File: config.mk
export PLATFORM = sky130hd
export DESIGN_NAME = two_level_feedback_scheduler_top
export DESIGN_NICKNAME = d
export VERILOG_FILES = /design/src/hdl/tlfs_pkg.sv /design/src/hdl/two_level_feedback_scheduler_top.sv /design/src/hdl/tlfs_ram.sv /design/src/hdl/tlfs_ctrl.sv /design/src/hdl/tlfs_datapath.sv
export SDC_FILE = /design/constraint.sdc
export NUM_CORES = 1
export LEC_CHECK = 0
export ABC_AREA = 1
export BUFFER_PORTS_ARGS = -buffer_cell sky130_fd_sc_hd__buf_2
export CAP_MARGIN = 5
export CORE_MARGIN = 3
export CORE_UTILIZATION = 56
export CTS_BUF_LIST = sky130_fd_sc_hd__clkbuf_4
export DETAILED_ROUTE_END_ITERATION = 8
export PLACE_DENSITY = 0.73
export SYNTH_ARGS = -nofsm -noshare
export SYNTH_HDL_FRONTEND = slang
export SYNTH_HIERARCHICAL = 1
export SYNTH_SLANG_ARGS = --single-unit
export TNS_END_PERCENT = 30
File: constraint.sdc
create_clock -name clk -period 8.6 [get_ports clk]
set_input_delay 1.72 -clock clk [delete_from_list [all_inputs] [get_ports clk]]
set_output_delay 1.72 -clock clk [all_outputs]
set_load 0.005 [all_outputs]
File: src/hdl/tlfs_pkg.sv
// ----------------------------------------------------------------------------
// tlfs_pkg
// Shared types and constants for the two-level feedback scheduler.
// ----------------------------------------------------------------------------
package tlfs_pkg;

    localparam int TASK_W        = 4;
    localparam int CMD_W         = 3;
    localparam int QUANT_W       = 8;
    localparam int MAX_TASKS_DEF = 16;

    localparam logic [QUANT_W-1:0] LONG_QUANTUM_RST = 8'd1;
    localparam logic [QUANT_W-1:0] HIGH_QUANTUM     = 8'd1;

    // command codes
    localparam logic [CMD_W-1:0] CMD_LOAD    = 3'd0;
    localparam logic [CMD_W-1:0] CMD_UNBLOCK = 3'd1;
    localparam logic [CMD_W-1:0] CMD_TICK    = 3'd2;
    localparam logic [CMD_W-1:0] CMD_BLOCK   = 3'd3;
    localparam logic [CMD_W-1:0] CMD_EXIT    = 3'd4;

    // controller to datapath commands
    typedef struct packed {
        logic capture;   // latch the accepted item
        logic execute;   // apply the item and load the result register
    } tlfs_ctrl_t;

endpackage

File: src/hdl/two_level_feedback_scheduler_top.sv
// ----------------------------------------------------------------------------
// two_level_feedback_scheduler_top
// Single-core two-level feedback scheduler with high and low task FIFOs.
//
//   channel  | handshake           | payload
//   ---------+---------------------+------------------------------------
//   input    | in_valid / in_stall | cmd, task_id
//   output   | out_valid/out_stall | running_task, idle, overflow
//   config   | cfg_we              | cfg_data (long quantum)
//
// Each item is accepted, then applied, which loads the result register. The
// execute step waits for the registered read of the two queue RAMs, which
// present their head entries in the cycle after acceptance.
// A new item is taken while the previous result still waits downstream;
// a stalled output holds the item in execution until the result drains.
// Reset clears both queues, selects the idle task and sets long quantum 1.
// ----------------------------------------------------------------------------
module two_level_feedback_scheduler_top
    import tlfs_pkg::*;
#(
    parameter int MAX_TASKS = MAX_TASKS_DEF
) (
    input  logic               clk,
    input  logic               rst_n,
    // input item
    input  logic               in_valid,
    output logic               in_stall,
    input  logic [CMD_W-1:0]   cmd,
    input  logic [TASK_W-1:0]  task_id,
    // result item
    output logic               out_valid,
    input  logic               out_stall,
    output logic [TASK_W-1:0]  running_task,
    output logic               idle,
    output logic               overflow,
    // long quantum register
    input  logic               cfg_we,
    input  logic [QUANT_W-1:0] cfg_data
);

    tlfs_ctrl_t ctrl;

    // sequence each item and own the output handshake
    tlfs_ctrl u_ctrl (
        .clk       (clk),
        .rst_n     (rst_n),
        .in_valid  (in_valid),
        .in_stall  (in_stall),
        .out_valid (out_valid),
        .out_stall (out_stall),
        .ctrl      (ctrl)
    );

    // queues, running task and quantum bookkeeping
    tlfs_datapath #(
        .MAX_TASKS (MAX_TASKS)
    ) u_datapath (
        .clk          (clk),
        .rst_n        (rst_n),
        .ctrl         (ctrl),
        .cmd          (cmd),
        .task_id      (task_id),
        .cfg_we       (cfg_we),
        .cfg_data     (cfg_data),
        .running_task (running_task),
        .idle         (idle),
        .overflow     (overflow)
    );

endmodule

File: src/hdl/tlfs_ram.sv
// ----------------------------------------------------------------------------
// tlfs_ram
// Generic single-write, single-read RAM with registered read data.
// ----------------------------------------------------------------------------
module tlfs_ram #(
    parameter int WIDTH = 4,
    parameter int DEPTH = 16
) (
    input  logic                     clk,
    input  logic                     we,
    input  logic [$clog2(DEPTH)-1:0] waddr,
    input  logic [WIDTH-1:0]         wdata,
    input  logic [$clog2(DEPTH)-1:0] raddr,
    output logic [WIDTH-1:0]         rdata
);

    logic [WIDTH-1:0] mem [DEPTH];

    always_ff @(posedge clk)
    begin
        if (we)
        begin
            mem[waddr] <= wdata;
        end
        rdata <= mem[raddr];
    end

endmodule

File: src/hdl/tlfs_ctrl.sv
// ----------------------------------------------------------------------------
// tlfs_ctrl
// Item sequencer: accept, execute, and result register handshake.
// ----------------------------------------------------------------------------
module tlfs_ctrl
    import tlfs_pkg::*;
(
    input  logic       clk,
    input  logic       rst_n,
    input  logic       in_valid,
    output logic       in_stall,
    output logic       out_valid,
    input  logic       out_stall,
    output tlfs_ctrl_t ctrl
);

    localparam logic S_IDLE = 1'b0;
    localparam logic S_EXEC = 1'b1;

    logic state_reg;
    logic state_next;
    logic out_valid_reg;
    logic out_valid_next;
    logic accept;
    logic done;

    assign in_stall = (state_reg != S_IDLE);
    assign accept   = in_valid && !in_stall;
    // finish only when the result register is free or drains this cycle
    assign done     = (state_reg == S_EXEC) && (!out_valid_reg || !out_stall);

    always_comb
    begin
        state_next = state_reg;
        case (state_reg)
            S_IDLE:
            begin
                if (accept)
                begin
                    state_next = S_EXEC;
                end
            end
            S_EXEC:
            begin
                if (done)
                begin
                    state_next = S_IDLE;
                end
            end
            default:
            begin
                state_next = S_IDLE;
            end
        endcase
    end

    always_comb
    begin
        out_valid_next = out_valid_reg;
        if (done)
        begin
            out_valid_next = 1'b1;
        end
        else if (out_valid_reg && !out_stall)
        begin
            out_valid_next = 1'b0;
        end
    end

    always_ff @(posedge clk or negedge rst_n)
    begin
        if (!rst_n)
        begin
            state_reg     <= S_IDLE;
            out_valid_reg <= 1'b0;
        end
        else
        begin
            state_reg     <= state_next;
            out_valid_reg <= out_valid_next;
        end
    end

    assign out_valid    = out_valid_reg;
    assign ctrl.capture = accept;
    assign ctrl.execute = done;

endmodule

File: src/hdl/tlfs_datapath.sv
// ----------------------------------------------------------------------------
// tlfs_datapath
// Queue pointers, running task, quantum counter and result register.
// ----------------------------------------------------------------------------
module tlfs_datapath
    import tlfs_pkg::*;
#(
    parameter int MAX_TASKS = MAX_TASKS_DEF
) (
    input  logic               clk,
    input  logic               rst_n,
    input  tlfs_ctrl_t         ctrl,
    input  logic [CMD_W-1:0]   cmd,
    input  logic [TASK_W-1:0]  task_id,
    input  logic               cfg_we,
    input  logic [QUANT_W-1:0] cfg_data,
    output logic [TASK_W-1:0]  running_task,
    output logic               idle,
    output logic               overflow
);

    localparam int IDX_W = $clog2(MAX_TASKS);
    localparam int CNT_W = $clog2(MAX_TASKS + 1);
    localparam logic [CNT_W-1:0] CNT_FULL = CNT_W'(MAX_TASKS);
    localparam logic [CNT_W:0]   SUM_WRAP = (CNT_W + 1)'(MAX_TASKS);
    localparam logic [IDX_W-1:0] IDX_LAST = IDX_W'(MAX_TASKS - 1);

    // captured item
    logic [CMD_W-1:0]  cmd_reg;
    logic [TASK_W-1:0] id_reg;

    // scheduler state
    logic [CNT_W-1:0]   high_count_reg, high_count_next;
    logic [IDX_W-1:0]   high_head_reg,  high_head_next;
    logic [CNT_W-1:0]   low_count_reg,  low_count_next;
    logic [IDX_W-1:0]   low_head_reg,   low_head_next;
    logic [TASK_W-1:0]  cur_task_reg,   cur_task_next;
    logic               cur_idle_reg,   cur_idle_next;
    logic [QUANT_W-1:0] quantum_reg,    quantum_next;
    logic [QUANT_W-1:0] long_q_reg;

    // result register
    logic [TASK_W-1:0] res_task_reg;
    logic              res_idle_reg;
    logic              res_ovf_reg;

    // queue memories
    logic              high_we, low_we;
    logic [IDX_W-1:0]  high_tail, low_tail;
    logic [TASK_W-1:0] high_rdata, low_rdata;
    logic [TASK_W-1:0] low_wdata;

    // scheduling terms
    logic [QUANT_W-1:0] q_dec;
    logic               pick_req;
    logic               pop_high, pop_low, got;
    logic [TASK_W-1:0]  nid;
    logic [QUANT_W-1:0] pick_q;
    logic [CNT_W-1:0]   low_mid_count;
    logic               ovf;

    function automatic logic [IDX_W-1:0] wrap_sum(
        input logic [IDX_W-1:0] head,
        input logic [CNT_W-1:0] count
    );
        logic [CNT_W:0] sum;
        sum = (CNT_W + 1)'(head) + (CNT_W + 1)'(count);
        if (sum >= SUM_WRAP)
        begin
            sum = sum - SUM_WRAP;
        end
        return sum[IDX_W-1:0];
    endfunction

    function automatic logic [IDX_W-1:0] next_idx(input logic [IDX_W-1:0] idx);
        return (idx == IDX_LAST) ? '0 : idx + 1'b1;
    endfunction

    tlfs_ram #(
        .WIDTH (TASK_W),
        .DEPTH (MAX_TASKS)
    ) u_high_ram (
        .clk   (clk),
        .we    (high_we),
        .waddr (high_tail),
        .wdata (id_reg),
        .raddr (high_head_reg),
        .rdata (high_rdata)
    );

    tlfs_ram #(
        .WIDTH (TASK_W),
        .DEPTH (MAX_TASKS)
    ) u_low_ram (
        .clk   (clk),
        .we    (low_we),
        .waddr (low_tail),
        .wdata (low_wdata),
        .raddr (low_head_reg),
        .rdata (low_rdata)
    );

    assign high_tail = wrap_sum(high_head_reg, high_count_reg);
    // after a pop the slot for a push is still head + old count
    assign low_tail  = wrap_sum(low_head_reg, low_count_reg);
    assign low_wdata = cur_task_reg;
    assign q_dec     = (quantum_reg != '0) ? quantum_reg - 1'b1 : '0;

    always_comb
    begin
        pick_req = 1'b0;
        case (cmd_reg)
            CMD_TICK:
            begin
                pick_req = (q_dec == '0);
            end
            CMD_BLOCK, CMD_EXIT:
            begin
                pick_req = 1'b1;
            end
            default:
            begin
                pick_req = 1'b0;
            end
        endcase
    end

    // pick: high head, else low head, else idle
    always_comb
    begin
        pop_high = 1'b0;
        pop_low  = 1'b0;
        got      = 1'b0;
        nid      = '0;
        pick_q   = '0;
        if (high_count_reg != '0)
        begin
            pop_high = pick_req;
            got      = 1'b1;
            nid      = high_rdata;
            pick_q   = HIGH_QUANTUM;
        end
        else if (low_count_reg != '0)
        begin
            pop_low = pick_req;
            got     = 1'b1;
            nid     = low_rdata;
            pick_q  = long_q_reg;
        end
    end

    assign low_mid_count = low_count_reg - CNT_W'(pop_low);

    always_comb
    begin
        high_count_next = high_count_reg;
        high_head_next  = high_head_reg;
        low_count_next  = low_mid_count;
        low_head_next   = pop_low ? next_idx(low_head_reg) : low_head_reg;
        cur_task_next   = cur_task_reg;
        cur_idle_next   = cur_idle_reg;
        quantum_next    = quantum_reg;
        high_we         = 1'b0;
        low_we          = 1'b0;
        ovf             = 1'b0;

        if (pop_high)
        begin
            high_count_next = high_count_reg - 1'b1;
            high_head_next  = next_idx(high_head_reg);
        end

        case (cmd_reg)
            CMD_LOAD, CMD_UNBLOCK:
            begin
                if (high_count_reg == CNT_FULL)
                begin
                    ovf = 1'b1;
                end
                else
                begin
                    high_we         = ctrl.execute;
                    high_count_next = high_count_reg + 1'b1;
                end
            end
            CMD_TICK:
            begin
                quantum_next = q_dec;
                if (pick_req)
                begin
                    quantum_next = pick_q;
                    // keep the running task when nothing waits
                    if (got || cur_idle_reg)
                    begin
                        if (!cur_idle_reg)
                        begin
                            if (low_mid_count == CNT_FULL)
                            begin
                                ovf = 1'b1;
                            end
                            else
                            begin
                                low_we         = ctrl.execute;
                                low_count_next = low_mid_count + 1'b1;
                            end
                        end
                        cur_task_next = nid;
                        cur_idle_next = !got;
                    end
                end
            end
            CMD_BLOCK, CMD_EXIT:
            begin
                quantum_next  = pick_q;
                cur_task_next = nid;
                cur_idle_next = !got;
            end
            default:
            begin
            end
        endcase
    end

    always_ff @(posedge clk or negedge rst_n)
    begin
        if (!rst_n)
        begin
            high_count_reg <= '0;
            high_head_reg  <= '0;
            low_count_reg  <= '0;
            low_head_reg   <= '0;
            cur_task_reg   <= '0;
            cur_idle_reg   <= 1'b1;
            quantum_reg    <= '0;
            long_q_reg     <= LONG_QUANTUM_RST;
        end
        else
        begin
            if (cfg_we)
            begin
                long_q_reg <= cfg_data;
            end
            if (ctrl.execute)
            begin
                high_count_reg <= high_count_next;
                high_head_reg  <= high_head_next;
                low_count_reg  <= low_count_next;
                low_head_reg   <= low_head_next;
                cur_task_reg   <= cur_task_next;
                cur_idle_reg   <= cur_idle_next;
                quantum_reg    <= quantum_next;
            end
        end
    end

    always_ff @(posedge clk)
    begin
        if (ctrl.capture)
        begin
            cmd_reg <= cmd;
            id_reg  <= task_id;
        end
        if (ctrl.execute)
        begin
            res_task_reg <= cur_idle_next ? '0 : cur_task_next;
            res_idle_reg <= cur_idle_next;
            res_ovf_reg  <= ovf;
        end
    end

    assign running_task = res_task_reg;
    assign idle         = res_idle_reg;
    assign overflow     = res_ovf_reg;

endmodule
Yosys cells after proc, flatten, opt, wreduce, memory -nomap -nowiden
Memory sizes are Yosys's and may differ from the RTL's. A register that Yosys moved wholly into a read port is not among the register bits.
Index checks and enable logic that the tools add are counted.

cells by class
  shift operators = 0
  equal/unequal tests = 8
  multiply operators = 0
  reduce and logical (&&, ||, !) cells = 21
  add/subtract/negate cells = 11
  order comparisons = 2
  mux-type cells = 53
  bitwise logic cells = 1
  div/mod/pow operators = 0

operators by type and width
  kind                                                                    count
  5-bit 2-to-1 mux                                                        8
  4-bit 2-to-1 mux                                                        8
  8-bit 2-to-1 mux                                                        4
  1-bit 2-to-1 mux                                                        27
  8-bit case mux with 2 select lines                                      1
  4-bit by 5-bit adder with 6-bit output                                  2
  6-bit by 5-bit >= comparator with 1-bit output (second input constant)  2
  5-bit by 1-bit adder with 5-bit output (second input constant)          2
  5-bit == test (second input constant)                                   2
  5-bit nonzero test                                                      2
  4-bit by 1-bit adder with 4-bit output (second input constant)          2
  4-bit == test (second input constant)                                   2
  8-bit logical NOT                                                       1
  1-bit case mux with 2 select lines                                      4
  4-bit case mux with 2 select lines                                      1
  8-bit nonzero test                                                      1
  4-bit by 1-bit subtractor with 4-bit output (second input constant)     2
  8-bit by 1-bit subtractor with 8-bit output (second input constant)     1
  3-bit by 2-bit == test with 1-bit output (second input constant)        2
  2-bit AND reduction                                                     3
  5-bit by 1-bit subtractor with 5-bit output                             1
  5-bit by 1-bit subtractor with 5-bit output (second input constant)     1
  1-bit logical NOT                                                       4
  2-bit nonzero test                                                      2
  7 further kinds                                                         11

word-level totals
  output and inout port bits = 8
  logic and storage cells = 113
  memory bits (writable) = 128
  bits of input ports = 20
  register bits = 54
  bits in latches = 0
  memories = 2
  bits in read-only memories = 0

memory list
  memory                     words  bits a word  rd ports  clocked after Yosys merged registers in  wr ports  RTL line        RTL
  u_datapath.u_high_ram.mem  16     4            1         1                                        1         tlfs_ram.sv:17  logic [WIDTH-1:0] mem [DEPTH];
  u_datapath.u_low_ram.mem   16     4            1         1                                        1         tlfs_ram.sv:17

Longest topological paths before layout
Gate-level depths: netlist of the first run.

  depth in word-level cells = 15
  gate-level depth with buffers = 23
  depth with buffers taken out = 23

Cells and area by module
Netlist of the first run, hierarchy kept.

modules (own cells, without submodules)
  module         sequential area each (um^2)  cells each  instances  area an instance (um^2)
  tlfs_ram       2001.9                       290         2          2966.6
  tlfs_datapath  1368.8                       405         1          3311.9
  tlfs_ctrl      50.0                         12          1          97.6

Worst setup path before layout of the first run
No wires, ideal clock.

  path type = reg-to-reg
  start = reg u_datapath.quantum_reg[0]
  end = mem u_datapath.u_low_ram.mem[12][0] (enable)
  setup time = 0.329 ns
  arrival = 3.129 ns
  path buffers = 0
  cell stages (with the launch flop) = 23
  slack = 5.142 ns
  period minus slack after synthesis = 3.458 ns
  data required time = 8.271 ns
  cell sequence = dfrtp_1 inv_1 ha_1 nand3_4 nor2_4 nand2_4 o21ai_0 nand2_1 nor2_2 nand2_4 nand2_8 nand3_4 inv_1 ha_1 ha_1 ha_1 inv_1 nor2_1 nand3_1 nand4_1 nor2_1 nand3_1 nor2_1

between the ends
  word-level cells in the longest chain between the ends = 15
  elaborated cells between the ends (all ways) = 16
  classes of those cells = add/sub (2); eq/ne (1); mux (11); reduce/logical (2)

ends and longest elaborated chain
  item                                                                                      RTL line              RTL
  start, declared                                                                           tlfs_datapath.sv:39   logic [QUANT_W-1:0] quantum_reg, quantum_next;
  start signal, assigned                                                                    tlfs_datapath.sv:251  quantum_reg <= quantum_next;
  8-bit by 1-bit subtractor with 8-bit output / 8-bit nonzero test (equally long branches)  tlfs_datapath.sv:107  assign q_dec = (quantum_reg != '0) ? quantum_reg - 1'b1 : '0;
  8-bit 2-to-1 mux (*)                                                                      tlfs_datapath.sv:107
  8-bit logical NOT (*)                                                                     tlfs_datapath.sv:115  pick_req = (q_dec == '0);
  1-bit case mux with 2 select lines (*)                                                    tlfs_datapath.sv:112  case (cmd_reg)
  1-bit 2-to-1 mux                                                                          tlfs_datapath.sv:143  else if (low_count_reg != '0)
  1-bit 2-to-1 mux                                                                          tlfs_datapath.sv:136  if (high_count_reg != '0)
  5-bit by 1-bit subtractor with 5-bit output                                               tlfs_datapath.sv:152  assign low_mid_count = low_count_reg - CNT_W'(pop_low);
  5-bit == test                                                                             tlfs_datapath.sv:197  if (low_mid_count == CNT_FULL)
  1-bit 2-to-1 mux                                                                          tlfs_datapath.sv:197
  1-bit 2-to-1 mux                                                                          tlfs_datapath.sv:195  if (!cur_idle_reg)
  1-bit 2-to-1 mux                                                                          tlfs_datapath.sv:193  if (got || cur_idle_reg)
  1-bit 2-to-1 mux (*)                                                                      tlfs_datapath.sv:189  if (pick_req)
  1-bit 2-to-1 mux (*)                                                                      tlfs_datapath.sv:173  case (cmd_reg)
  named net u_datapath.low_we                                                               tlfs_datapath.sv:48   logic high_we, low_we;
  1-bit 2-to-1 mux (*)                                                                      tlfs_ram.sv:21        if (we)
  1-bit 2-to-1 mux (not written as such) (*)                                                tlfs_ram.sv:23        mem[waddr] <= wdata;
  end, declared                                                                             tlfs_ram.sv:17

The timed path passes the listed nets; every way through them passes the cells marked *.

Worst setup path in the final report of the first run
  start = reg u_datapath.quantum_reg[0]
  end = mem u_datapath.u_low_ram.mem[14][1] (enable)

Same word-level chain as after synthesis.

==> impl_metrics.ini, run 1 <==
[cts]
cts.clk_slew.worst_paths_ns = 0.16
htreeDepth = 4
cts_made_buffers = 17
cts_hold_buf = 0
cts_buffer_depth = 2
cts.repair.resized = 0
cts_root_buf = clkbuf_4
post_cts_buffers = 0
cts_tree = built
worstSkewPairLatency_ns = 0.56
cts.sinks = 190

[placement]
dp_hpwl_um = 12200
placed_cells = 1213
place_ws_ns = 4.43
gp_congestion = 0.884
io_buffer_count = 27
detailed_place.area_sq_um = 9530

[logic_synthesis]
synth_cell_type_count = 43
yosysSeqAreaShare = 0.580
yosysTopAreaCellShare = 0.453
synth_top_area_cell = edfxtp_1
yosys_warnings = 6
synthTopCellsByArea = edfxtp_1, nand2_1, dfrtp_1, nand3_1, inv_1
syn-cell-area_sq_um = 9340
synth_nets = 1034
synth_edf_count = 141
avgSynthCellArea_sq_um = 9.37
synth_cells = 997
async_flop_share = 0.216
yosys-top-cells-count = nand2_1, inv_1, edfxtp_1
synth_most_common_cell = nand2_1
synth_seq_cells = 190
synth-main-ff-cell = edfxtp_1

[timing]
finalSetupTns_ns = 0
final_hold_viol_count = 0
relSlewSlack = 0.376
fin_ws_ns = 4.34
whs_ns = 0.513
fin_crit_sh = 0.495
slew_viol_final = 0
fmax_mhz = 235
skew_ns = 0.0234
period_minus_slack_ns = 4.26
tightest_slew_ns = 0.936
rsz0062_at_grt = false
setup_violations = 0

[critical_path]
cp_data_required_time_ns = 8.83
path_class = reg2reg
endpoint_kind = register
startpoint_type = register
crit_arrival_ns = 4.49
cp_max_fo = 16

[floorplanning]
initial_core_util = 0.580
die_x_um = 135
io_pins = 28
die_area_sq_um = 18300
die_h_um = 135
std_cell_rows = 46
core-area_sq_um = 16100

[drt]
drt_iter0_markers = 525
drc = 0
routedWlPerCell_um = 14.4
vias_per_cell = 5.23
num_vias = 6520
final_antenna_net_count = 0
detail_route.wirelength_um = 17900
drt_first_pass_iters = 6

[grt]
grt_pass1_wl_um = 29800
antenna_found_initial = 1
overflow = 0
grt_pass1_vias = 6143
grt_usage = 0.208
grt_max_degree = 42

[status]
status = finished clean

[layout]
layout.cells.non_filler = 1246
top_regs = u_datapath/u_high_ram/mem: 64 flops, u_datapath/u_low_ram/mem: 64 flops
areaGrowthSynthToFinish_pct = 5.08
num-nets-final = 1053
drive_above_1_share = 0.101
fin_util = 0.609
final_cell_area_sq_um = 9820

[power_and_ir_drop]
total_power_mw = 2.67
irDropWorstVdd_v = 0.000149
power_leakage_nw = 4.40
p_per_area_nw_per_um2 = 271

[worst_hold_path]
hold_class = reg2reg

[job]
cap_violations = 0
==> worst paths after layout <==
kind,startpoint,endpoint,slack (ns),depth (start not counted)
min in group asynchronous,rst_n,u_datapath/low_count_reg[0],1.28,1
setup reg to reg,u_datapath/quantum_reg[0],u_datapath/u_low_ram/mem[14][1],4.34,21
hold / removal,u_datapath/low_count_reg[4],u_datapath/low_count_reg[4],0.51,2
hold reg to reg,u_datapath/low_count_reg[4],u_datapath/low_count_reg[4],0.51,2
setup / recovery,u_datapath/quantum_reg[0],u_datapath/u_low_ram/mem[14][1],4.34,21
max in group asynchronous,rst_n,u_ctrl/out_valid,6.74,1
==> metal layers <==
layer	wire (um)	vias to the layer above	GRT usage
met5	0	-	0
met4	258	0	0.0644
met3	932	24	0.0416
met2	8600	191	0.338
met1	8120	3036	0.285
li1	-	3269	-
==> final cells by class <==
class | instances | area [sq um]
Fill cell | 1317 | 6300
Sequential cell | 190 | 5420
Multi-Input combinational cell | 602 | 2990
Inverter | 175 | 688
Tap cell | 216 | 270
Timing Repair Buffer | 30 | 158
Clock inverter | 15 | 154
Clock buffer | 17 | 128
Antenna cell | 1 | 2.50
==> power breakdown <==
part	internal [mW]	switching, mW	leakage [nW]	total [mW]
clock network	0.132	0.326	0.152	0.458
logic	0.295	0.653	2.40	0.948
registers	1.12	0.140	1.86	1.26
total	1.55	1.12	4.40	2.67
==> kinds of logic after synthesis <==
| group | synth area share |
|---|---|
| DFF | 0.580 |
| adders and majority gates | 0.0244 |
| muxes | 0.00482 |
| xor gates and xnor gates | 0.0141 |
| buffers and inverters | 0.0995 |
| AOI/OAI and AO/OA | 0.0296 |
| and+or+nand+nor | 0.247 |
==> critical path, stage by stage (launching register included) <==
cell     delay (ns)
dfrtp_1        0.43
inv_1          0.11
ha_1           0.27
nand3_4        0.11
nor2_4         0.12
nand2_4        0.08
o21ai_0        0.09
nand2_1        0.10
nor2_2         0.15
nand2_4        0.11
nand2_8        0.13
nand3_4        0.15
inv_1          0.10
ha_1           0.16
ha_1           0.18
xor2_1         0.30
nor2_1         0.10
nand3_1        0.15
nand4_1        0.10
nor2_1         0.38
nand3_1        0.24
nor2_1         0.36
==> cell usage in the layout (no fill, tap or decap), types with 6 or more instances in the layout <==
cell type and count:
inv_1 160, ha_1 15, nor2_2 6, clkbuf_4 17, a21oi_1 10, nand3_1 137, o21ai_0 20, o21ai_1 10
xnor2_1 6, edfxtp_1 141, dfrtp_1 39, xor2_1 9, dfxtp_1 8, inv_2 8, buf_2 27, nor2_1 62
nand4_1 10, nand2_1 275
No activity file was read; power rests on OpenSTA's default activity.
==> inputs of run 2 (changes only) <==
- PLACE_DENSITY: 0.73 -> 0.76
- clock period: 8.6 -> 3.72 ns (I/O delays scaled with it)
==> run 2 against run 1 <==
Effect of this change: register-to-register slack got worse by 4.2 ns; clock-buffer cell count increased by 4; final cell count increased by 1.6%; via count increased by 1.2%; first-iteration DRC count decreased by 2.3%; clock power increased to 2.6 times the previous value; hold slack got worse by 0.22 ns; flip-flop and latch count unchanged; global-route usage increased by 0.088 points; total power increased by 140%.
==> impl_metrics.ini, run 2 (synthesis gave the netlist of run 1 again) <==
[layout]
layout_commonest_cell = nand2_1
final_cell_mix = nand2_1, inv_1, edfxtp_1, nand3_1, nor2_1
fin_util = 0.630
regArea_sq_um = 5420
fillers = 1329
multi_input_area_sq_um = 3150
drive_above_1_share = 0.143
top_regs = u_datapath/u_high_ram/mem: 64 flops, u_datapath/u_low_ram/mem: 64 flops
num-nets-final = 1073
areaGrowthSynthToFinish_pct = 8.73

[worst_hold_path]
hold_class = in2async

[cts]
worstSkewPairLatency_ns = 0.57
htreeDepth = 4
cts_root_buf = clkbuf_4
cts.sinks = 190
cts_buffer_depth = 2
cts_made_buffers = 17
cts_tree = built
cts.clk_slew.worst_paths_ns = 0.15
cts_hold_buf = 0

[critical_path]
path_common_cell = ha_4
worstRegToRegCells = 24
cp_slowest_cell = dfrtp_1
cp_max_fo = 8
cp_data_required_time_ns = 3.99
worstPathCellList = inv_2 -> ha_4 -> nand3_4 -> nor2_4 -> nand2_4 -> o21ai_0 -> nand2_1 -> nor2_2 -> nand2_4 -> nand2_8 -> nand3_4 -> inv_2 -> ha_4 -> ha_4 -> ha_1 -> inv_1 -> nor2_1 -> nand3_1 -> nand4_1 -> nor2_2 -> buf_6 -> nand3b_1 -> buf_6 -> nor2_4
endpoint_kind = register
max_stage_delay_ns = 0.44
crit_arrival_ns = 3.88
path_class = reg2reg
startpoint_type = register

[timing]
fin_ws_ns = 0.105
relSlewSlack = 0.356
whs_ns = 0.291
tightest_slew_ns = 0.966
setup_violations = 0
slew_viol_final = 0
finalSetupTns_ns = 0
final_hold_viol_count = 0
fin_crit_sh = 0.972
skew_ns = 0.0271
fmax_mhz = 277
period_minus_slack_ns = 3.61

[drt]
detail_route.wirelength_um = 18400
final_antenna_net_count = 0
vias_per_cell = 5.21
routedWlPerCell_um = 14.5
drt_iter0_markers = 513
num_vias = 6599
drt_first_pass_iters = 5
drc = 0

[power_and_ir_drop]
power_leakage_nw = 4.52
p_per_area_nw_per_um2 = 630
irDropWorstVdd_v = 0.000351
total_power_mw = 6.40

[placement]
io_buffer_count = 27
dp_hpwl_um = 12200
place_ws_ns = -0.0523
gp_congestion = 0.909

[floorplanning]
die_h_um = 135
die_x_um = 135
initial_core_util = 0.580
die_area_sq_um = 18300
core-area_sq_um = 16100
std_cell_rows = 46
io_pins = 28

[grt]
grt_max_degree = 42
grt_usage = 0.209
antenna_found_initial = 1
overflow = 0
grt_pass1_vias = 6160
grt_pass1_wl_um = 29900

[status]
status = finished clean

[job]
cap_violations = 0
[run 2: cell count changes in the layout (fill, tap and decap cells not counted), sizes merged]
cell | before | now
buf | 30 | 50
clkinv | 9 | 4
bufinv | 1 | 4
clkbuf | 17 | 21
clkinvlp | 0 | 1
inv | 180 | 177
[run 2: report_power, final]
part | internal [mW] | switching, mW | leakage, nW
clock | 0.506 | 0.676 | 0.169
combinational | 0.746 | 1.58 | 2.50
sequential | 2.59 | 0.304 | 1.86
total | 3.84 | 2.56 | 4.52
[run 2: worst paths after layout]
check                                                  to  slack (ns)                        start
min reg2reg                   u_datapath/low_count_reg[4]        0.50  u_datapath/low_count_reg[4]
min in group clk                     u_datapath/id_reg[2]        0.35                   task_id[2]
max reg2reg                u_datapath/u_low_ram/mem[4][1]        0.11    u_datapath/quantum_reg[0]
min                            u_datapath/low_head_reg[3]        0.29                        rst_n
max in group asynchronous        u_datapath/long_q_reg[4]        2.79                        rst_n
max                        u_datapath/u_low_ram/mem[4][1]        0.11    u_datapath/quantum_reg[0]
[run 2: final cells by class]
cell class / count / area share
clock buffer: 21 / 0.0155
inverter: 175 / 0.0677
sequential: 190 / 0.534
antenna: 1 / 0.000246
clock inverter: 11 / 0.0153
tap: 216 / 0.0266
timing repair buffer: 50 / 0.0310
multi-input combinational: 602 / 0.310
[run 2: routing by layer]
metal,part of all wire,global-route usage
met3,0.049,0.0427
met1,0.45,0.285
met4,0.016,0.0633
met2,0.49,0.341
met5,0,0
[run 2: critical path: cells and delay by family, from the launching register on]
kind,cells,cell delay [ns]
AND/OR/NAND/NOR,14,1.53
adder cells (fa/ha/maj),4,0.68
buffers and inverters,5,0.56
flip-flops,1,0.44
AO/OA/AOI/OAI,1,0.09
[run 2: per-stage QoR]
step / instances / cell area (sq um)
final: 1266 / 10200
after global routing: 1266 / 10200
after CTS: 1260 / 9990
after detailed placement: 1226 / 9630
after global placement: 1226 / 9630
after floorplan: 997 / 9340
[run 2: timing repair]
| action | CTS | global route |
|---|---|---|
| pin swaps | 0 | 8 |
| gates resized for setup | 8 | 32 |
| setup buffers | 2 | 5 |
| setup endpoints to repair | 48 | 64 |
==> inputs of run 3 (changes only) <==
--- a/config.mk
+++ b/config.mk
@@ -10,3 +10,3 @@
 export CAP_MARGIN = 5
-export CORE_MARGIN = 3
+export CORE_MARGIN = 2
 export CORE_UTILIZATION = 56
--- a/constraint.sdc
+++ b/constraint.sdc
@@ -3,2 +3,2 @@
 set_output_delay 0.744 -clock clk [all_outputs]
-set_load 0.005 [all_outputs]
+set_load 0.02 [all_outputs]
==> run 3 against run 2 <==
Effect of this change: global-route usage increased by 0.80 points; total power decreased by 1.1%; cell area decreased by 0.54%; worst setup slack improved by 0.065 ns; utilization decreased by 1.7 points; clock power decreased by 9%; register-to-register slack improved by 0.07 ns; via count decreased by 0.11%; flip-flop and latch count unchanged; clock-buffer cell count decreased by 2; non-clock buffer count decreased by 5; critical path depth unchanged; critical path type unchanged; highest routed layer unchanged.
==> impl_metrics.ini, run 3 (synthesis gave the netlist of run 1 again) <==
[timing]
fmax_mhz = 282
slew_viol_final = 0
tightest_slew_ns = 0.929
relSlewSlack = 0.381
final_hold_viol_count = 0
whs_ns = 0.272
period_minus_slack_ns = 3.55
skew_ns = 0.0242
fin_crit_sh = 0.954
setup_violations = 0

[layout]
drive_above_1_share = 0.138
num-nets-final = 1068
regArea_sq_um = 5420
fillers = 1362
final_cell_mix = nand2_1, inv_1, edfxtp_1, nand3_1, nor2_1
areaGrowthSynthToFinish_pct = 8.14
multi_input_area_sq_um = 3170
top_regs = u_datapath/u_high_ram/mem: 64 flops, u_datapath/u_low_ram/mem: 64 flops
layout_commonest_cell = nand2_1

[cts]
htreeDepth = 4
cts_root_buf = clkbuf_4
cts.clk_slew.worst_paths_ns = 0.16
cts_made_buffers = 17
cts_buffer_depth = 2
cts_tree = built
worstSkewPairLatency_ns = 0.60
cts.sinks = 190

[floorplanning]
die_area_sq_um = 17700
die_h_um = 133
core-area_sq_um = 16500
io_pins = 28
initial_core_util = 0.567
std_cell_rows = 47
die_x_um = 133

[drt]
detail_route.wirelength_um = 18600
routedWlPerCell_um = 14.7
drc = 0
vias_per_cell = 5.21
drt_iter0_markers = 474
drt_first_pass_iters = 5
num_vias = 6592
final_antenna_net_count = 0

[critical_path]
path_class = reg2reg
worst-path-buf-inv = 5
endpoint_kind = register
startpoint_type = register
max_stage_delay_ns = 0.42
cp_data_required_time_ns = 4.02
cp_max_fo = 8
cp_slowest_cell = dfrtp_1
crit_family = simple AND/OR/NAND/NOR gates
worstPathCellList = inv_2 -> ha_4 -> nand3_4 -> nor2_4 -> nand2_4 -> o21ai_0 -> nand2_1 -> nor2_2 -> nand2_4 -> nand2_8 -> nand3_4 -> inv_1 -> ha_2 -> ha_4 -> ha_1 -> inv_1 -> nor2_1 -> nand3_2 -> nand4_1 -> nor2_1 -> buf_4 -> nand3b_1 -> buf_4 -> nor2_4
crit_arrival_ns = 3.85

[grt]
grt_usage = 0.217
grt_pass1_wl_um = 29800
grt_pass1_vias = 6228
overflow = 0
antenna_found_initial = 1
grt_max_degree = 42

[power_and_ir_drop]
total_power_mw = 6.33
irDropWorstVdd_v = 0.000336
power_leakage_nw = 4.48
p_per_area_nw_per_um2 = 627

[placement]
io_buffer_count = 27
gp_congestion = 0.951
dp_hpwl_um = 12400

[job]
cap_violations = 0

[status]
status = finished clean

[worst_hold_path]
hold_class = in2async
run 3: worst paths after layout:
check                                             from                        endpoint  slack [ns]  cells after the start
setup / recovery             u_datapath/quantum_reg[0]  u_datapath/u_low_ram/mem[6][2]        0.17                     24
hold / removal                                   rst_n       u_datapath/quantum_reg[5]        0.27                      1
setup reg to reg             u_datapath/quantum_reg[0]  u_datapath/u_low_ram/mem[6][2]        0.17                     24
hold reg to reg            u_datapath/low_count_reg[4]     u_datapath/low_count_reg[4]        0.51                      2
max in group asynchronous                        rst_n                u_ctrl/out_valid        2.87                      1
min in group clk                                cmd[1]           u_datapath/cmd_reg[1]        0.32                      1
run 3: final cells by class:
type,instances,share of cell area
Tap cell,220,0.0272
Multi-Input combinational cell,602,0.314
Inverter,175,0.0681
Timing Repair Buffer,45,0.0271
Clock buffer,19,0.0141
Clock inverter,13,0.0128
Antenna cell,1,0.000248
Sequential cell,190,0.537
run 3: timing repair:
item	in CTS	in global routing
setup endpoints to repair	64	64
endpoints found under the hold margin	0	0
hold buffers	0	0
buffers inserted	2	1
pin swaps	1	4
resized for setup	19	24
run 3: power by group:
group          switching (mW)  internal, mW  total (mW)
clock network           0.710         0.363        1.07
logic                    1.63         0.741        2.37
registers               0.304          2.59        2.89
run 3: per-stage QoR:
step | util | instances | instance area, sq um | worst slack, ns | TNS [ns]
finish | 0.614 | 1265 | 10100 | 0.171 | 0
CTS | 0.606 | 1263 | 9980 | -0.0158 | -0.0472
global placement | 0.585 | 1229 | 9630 | 0.0688 | 0
floorplan | - | 997 | 9340 | 0.262 | 0
global route | 0.614 | 1265 | 10100 | -0.0280 | -0.368
detailed placement | 0.585 | 1229 | 9630 | -0.0664 | -1.79
run 3: metal layers:
metal	vias up	GRT usage	wire length, um
li1	3283	-	-
met5	-	0	0
met2	193	0.364	9110
met4	0	0.0910	384
met1	3083	0.281	8110
met3	33	0.0373	957
